## src/rtl/core/c2s_pkg.sv

```systemverilog
package c2s_pkg;

    // Field widths
    localparam int COORD_W = 32;
    localparam int DIFF_W  = 33;
    localparam int DIR_W   = 16;
    localparam int RAD_W   = 31;
    localparam int ANG_W   = 16;
    localparam int ELEV_W  = 15;

    // Square-root chain: 64-bit radicand, 32-bit root, one root bit per cell
    localparam int SQ_IN_W  = 64;
    localparam int ROOT_W   = 32;
    localparam int REM_W    = 34;
    localparam int SQ_CELLS = 32;

    // Angle unit: inputs below 2^40 in magnitude, CORDIC datapath with growth margin
    localparam int AT_W  = 41;
    localparam int MAG_W = 40;
    localparam int CX_W  = 43;
    localparam int Z_W   = 33;
    localparam int NORM_STEPS = 6;

    localparam logic [29:0]        QUARTER_PI_Q29 = 30'd421657428;
    localparam logic signed [16:0] PI_Q13         = 17'sd25736;

    // Configuration register map
    typedef enum logic [1:0] {
        REG_ORIGIN_X = 2'd0,
        REG_ORIGIN_Y = 2'd1,
        REG_ORIGIN_Z = 2'd2,
        REG_RADIUS   = 2'd3
    } t_reg_idx;

    // One step of the digit-by-digit square root
    typedef struct packed {
        logic [SQ_IN_W-1:0] rad;
        logic [REM_W-1:0]   rem;
        logic [ROOT_W-1:0]  root;
    } t_sqrt_data;

    // One CORDIC vectoring step
    typedef struct packed {
        logic signed [CX_W-1:0] x;
        logic signed [CX_W-1:0] y;
        logic signed [Z_W-1:0]  z;
        logic                   nz;
    } t_cordic_data;

    // Per-ray side flags that travel beside the angle datapath
    typedef struct packed {
        logic clamp_hi;
        logic clamp_lo;
        logic zero_dir;
    } t_flags;

    // atan(2^-i) in Q3.29
    function automatic logic [29:0] atan_q29(input int idx);
        logic [29:0] v;
        unique case (idx)
            0:  v = QUARTER_PI_Q29;
            1:  v = 30'd248918915;
            2:  v = 30'd131521918;
            3:  v = 30'd66762579;
            4:  v = 30'd33510843;
            5:  v = 30'd16771758;
            6:  v = 30'd8387925;
            7:  v = 30'd4194219;
            8:  v = 30'd2097141;
            9:  v = 30'd1048575;
            10: v = 30'd524288;
            11: v = 30'd262144;
            12: v = 30'd131072;
            13: v = 30'd65536;
            14: v = 30'd32768;
            15: v = 30'd16384;
            16: v = 30'd8192;
            17: v = 30'd4096;
            18: v = 30'd2048;
            19: v = 30'd1024;
            20: v = 30'd512;
            21: v = 30'd256;
            22: v = 30'd128;
            23: v = 30'd64;
            24: v = 30'd32;
            25: v = 30'd16;
            26: v = 30'd8;
            27: v = 30'd4;
            28: v = 30'd2;
            29: v = 30'd1;
            default: v = 30'd0;
        endcase
        return v;
    endfunction

endpackage

```

## src/rtl/core/c2s_sqrt_cell.sv

```systemverilog
module c2s_sqrt_cell
    import c2s_pkg::*;
(
    input  logic       i_clk,
    input  t_sqrt_data i_d,
    output t_sqrt_data o_d
);

    t_sqrt_data r_d;
    t_sqrt_data n_d;

    // Bring down two radicand bits, try (4*root + 1)
    always_comb begin
        logic [REM_W-1:0] rem_sh;
        logic [REM_W-1:0] trial;
        rem_sh = {i_d.rem[REM_W-3:0], i_d.rad[SQ_IN_W-1 -: 2]};
        trial  = {i_d.root, 2'b01};
        n_d.rad = {i_d.rad[SQ_IN_W-3:0], 2'b00};
        if (rem_sh >= trial) begin
            n_d.rem  = rem_sh - trial;
            n_d.root = {i_d.root[ROOT_W-2:0], 1'b1};
        end else begin
            n_d.rem  = rem_sh;
            n_d.root = {i_d.root[ROOT_W-2:0], 1'b0};
        end
    end

    always_ff @(posedge i_clk) begin
        r_d <= n_d;
    end

    assign o_d = r_d;

endmodule

```

## config.mk

```make
export PLATFORM = sky130hd
export DESIGN_NAME = c2s_sqrt_cell
export DESIGN_NICKNAME = d
export VERILOG_FILES = /design/src/rtl/core/c2s_pkg.sv /design/src/rtl/core/c2s_sqrt_cell.sv
export SDC_FILE = /design/constraint.sdc
export NUM_CORES = 1
export LEC_CHECK = 0
export ABC_AREA = 0
export ABC_CLOCK_PERIOD_IN_PS = 8200
export BUFFER_PORTS_ARGS = -buffer_cell sky130_fd_sc_hd__buf_2
export CAP_MARGIN = 20
export CORE_MARGIN = 10
export CORE_UTILIZATION = 49
export DETAILED_ROUTE_END_ITERATION = 12
export PLACE_DENSITY = 0.86
export SETUP_SLACK_MARGIN = 0.05
export SYNTH_ARGS = -nofsm -noshare
export SYNTH_HDL_FRONTEND = slang
export SYNTH_SLANG_ARGS = --single-unit
```

## constraint.sdc

```tcl
create_clock -name i_clk -period 8.2 [get_ports i_clk]
set_input_delay 0.82 -clock i_clk [delete_from_list [all_inputs] [get_ports i_clk]]
set_output_delay 0.82 -clock i_clk [all_outputs]
set_load 0.1 [all_outputs]
```

==> flow_metrics.tcl <==
set metrics [dict create \
    cp_max_fo 29 \
    drive_above_1_share_pct 42.67 \
    relSlewSlack_pct 56.95 \
    ys_seq_area_share_pct 51.01 \
    largest_register_ffs 128 \
    fin_crit_sh_pct 44.81 \
    drt_wl_total_um 18030 \
    rsz0062_at_grt "false" \
    status "complete, no violations" \
    post-route-min-period_ps 3675 \
    syn_inst 477 \
    io_buffers 256 \
    synth_edf_count 0 \
    syn_to_final_growth_pct 38.95 \
    ys.flop_type "dfxtp_1" \
    cts_inserted_buffers 17 \
    power.leakage_uw 0.003539 \
    finalSetupTns_ps 0 \
    wl_per_cell_um 20.26 \
    finalWorstSetupSlack_ps 4525 \
    crit_arrival_ps 4070 \
    utilization_pct 70.76 \
    dr.pass1.iters 4 \
    cp-start-kind "primary input" \
    vias_per_cell 5.157 \
    power.density_nw_per_um2 305.3 \
    hold_viol_final 0 \
    clk_path_buf_depth 2 \
    grt_use_total_pct 23.89 \
    ys_types 60 \
    end_kind "register" \
    die_h_um 121.3 \
    critPathKind "in2reg" \
    pre_cts_slack_ps 4031 \
    core-area_um2 9864 \
    grt_pass1_wl_um 27170 \
    rows 36 \
    min_path_type "in2reg" \
    path_clk_slew_ps 60 \
    place.gp.congestion 0.9742 \
    async_reset_ff_share_pct 0 \
    cts_max_level 4 \
    crit_path_start "i_d[7]" \
    diodes 0 \
    root_buffer "clkbuf_8" \
    setup_viol 0 \
    grt_pass1_vias 4796 \
    maxCapViolCount 0 \
    fp.dieW_um 121.3 \
    drtIter0Drc 262 \
    synthesis.area_um2 5024 \
    cp-endpoint "o_d[52]$_DFF_P_" \
    synth-seq-cells 128 \
    die_area_um2 14700 \
    crit_required_ps 8600 \
    grt_overflow 0 \
    peakVddDrop_v 0.0001648 \
    via_count 4590 \
    drtAntennaViolNets 0 \
    route.detailed.drc 0 \
    cts_sinks 128 \
    antenna_found_initial 0 \
    place_hpwl_um 14550 \
    ctsResizeCount 0 \
    yosys_warnings 0 \
    grt_max_degree 30 \
    cts_tree "done" \
    fin_nets 909 \
    fmax_mhz 272.1 \
    post-cts-setup-buffers 0 \
    worstMarginPinSlew_ps 644.8 \
    pin_count 261 \
    final_max_slew_viol_count 0 \
    hold_buffers 0 \
    avgSynthCellArea_um2 10.53 \
    initial_utilization_pct 50.93 \
]
==> per-layer routing <==
metal / track usage, % / vias to the layer above / share of wire (%) / wire [um]
met2: 44.52 / 207 / 53 / 9490
met3: 9.958 / 27 / 8.9 / 1608
met1: 23.82 / 2132 / 37 / 6658
met4: 6.334 / 0 / 1.5 / 278
li1: - / 2224 / - / -
met5: 0 / - / 0 / 0
==> power breakdown <==
group	switching [uW]	internal (uW)	leakage, uW
clock network	287	438	0.000283
logic	569	147	0.00218
registers	12.6	678	0.00108
total	869	1260	0.00354
==> how the worst min path moves through the flow <==
stage / startpoint / to / slack (ps) / depth (start not counted)
floorplan: i_d[98] / o_d[100]$_DFF_P_ / 850 / 0
CTS: i_d[106] / o_d[108]$_DFF_P_ / 380 / 1
finish: i_d[106] / o_d[108]$_DFF_P_ / 390 / 1
global route: i_d[114] / o_d[116]$_DFF_P_ / 370 / 1
global placement: i_d[119] / o_d[121]$_DFF_P_ / 920 / 1
detailed placement: i_d[95] / o_d[97]$_DFF_P_ / 920 / 1
==> synthesized netlist by cell type, types with 2 or more instances <==
cell | n | share of area [%]
xor2_1 | 10 | 1.7
nand2b_1 | 2 | 0.25
and3_1 | 8 | 1.0
buf_4 | 3 | 0.45
nand4_1 | 3 | 0.37
o21a_1 | 7 | 1.0
nor4b_1 | 3 | 0.52
mux2_4 | 3 | 0.90
nor3_1 | 11 | 1.1
inv_1 | 41 | 3.1
a211oi_1 | 4 | 0.60
o21ai_0 | 23 | 2.3
nand3_1 | 14 | 1.4
a31o_2 | 4 | 0.70
clkbuf_1 | 3 | 0.22
mux2_2 | 19 | 4.3
a21oi_1 | 39 | 3.9
a21o_1 | 17 | 2.5
a221o_1 | 3 | 0.60
ha_1 | 34 | 8.5
o31ai_1 | 3 | 0.45
dfxtp_1 | 128 | 51
nand2_1 | 21 | 1.6
nor2b_1 | 2 | 0.25
a31oi_1 | 4 | 0.50
nor2_1 | 17 | 1.3
and2_1 | 2 | 0.25
xnor2_1 | 17 | 3.0
==> cell families after synthesis <==
kind of cell	after synthesis	share of synthesized area, %
flops	128	51.01
compound gates	124	16.71
simple gates	90	9.340
buf+inv	51	4.533
fa+ha+maj	34	8.468
xor+xnor	27	4.707
mux	22	5.156
other cells	1	0.07465
==> worst max-delay path, cell delays in order <==
cell and delay (ps):
buf_2 90, inv_1 40, ha_1 440, nand3_2 190
nor4b_2 330, o31ai_2 170, a2111oi_4 400, o21ai_2 170
a21boi_4 350, nor2_4 130, inv_2 500, mux2_2 420
==> placed cells by master, fill, tap and decap left out, drive strengths merged, types with 2 or more instances in the layout <==
master	instances
buf	256
dfxtp	128
inv	46
a21oi	39
ha	34
o21ai	24
mux2	22
nand2	21
nor2	18
clkbuf	18
a21o	17
xnor2	17
nand3	15
nor3	12
xor2	10
and3	8
o21a	7
clkinv	7
a31o	4
a211oi	4
a31oi	4
nor4b	4
o31ai	4
nand4	3
a221o	3
a21boi	3
and2	2
nor2b	2
nand2b	2
conb	2
bufinv	2
a2111oi	2
o311ai	2
==> area by class of cell <==
cell class	count	area, um^2
Timing Repair Buffer	256	1281
Tap cell	133	166.4
Multi-Input combinational cell	299	2237
Clock inverter	14	157.7
Sequential cell	128	2562
Inverter	42	157.7
Clock buffer	18	417.9
Fill cell	727	2884
==> through the flow <==
| stage | instances | area [um^2] | power [uW] | hold WS, ps |
|---|---|---|---|---|
| finish | 890 | 6980 | 2131 | 393.5 |
| global route | 890 | 6980 | 2209 | 371.4 |
| CTS | 890 | 6980 | 2143 | 375.6 |
| detailed placement | 858 | 6405 | 1416 | 924.0 |
| global placement | 858 | 6405 | 1405 | 922.4 |
| floorplan | 478 | 5027 | 1281 | 847.7 |
(Power assumes the default switching activity.)
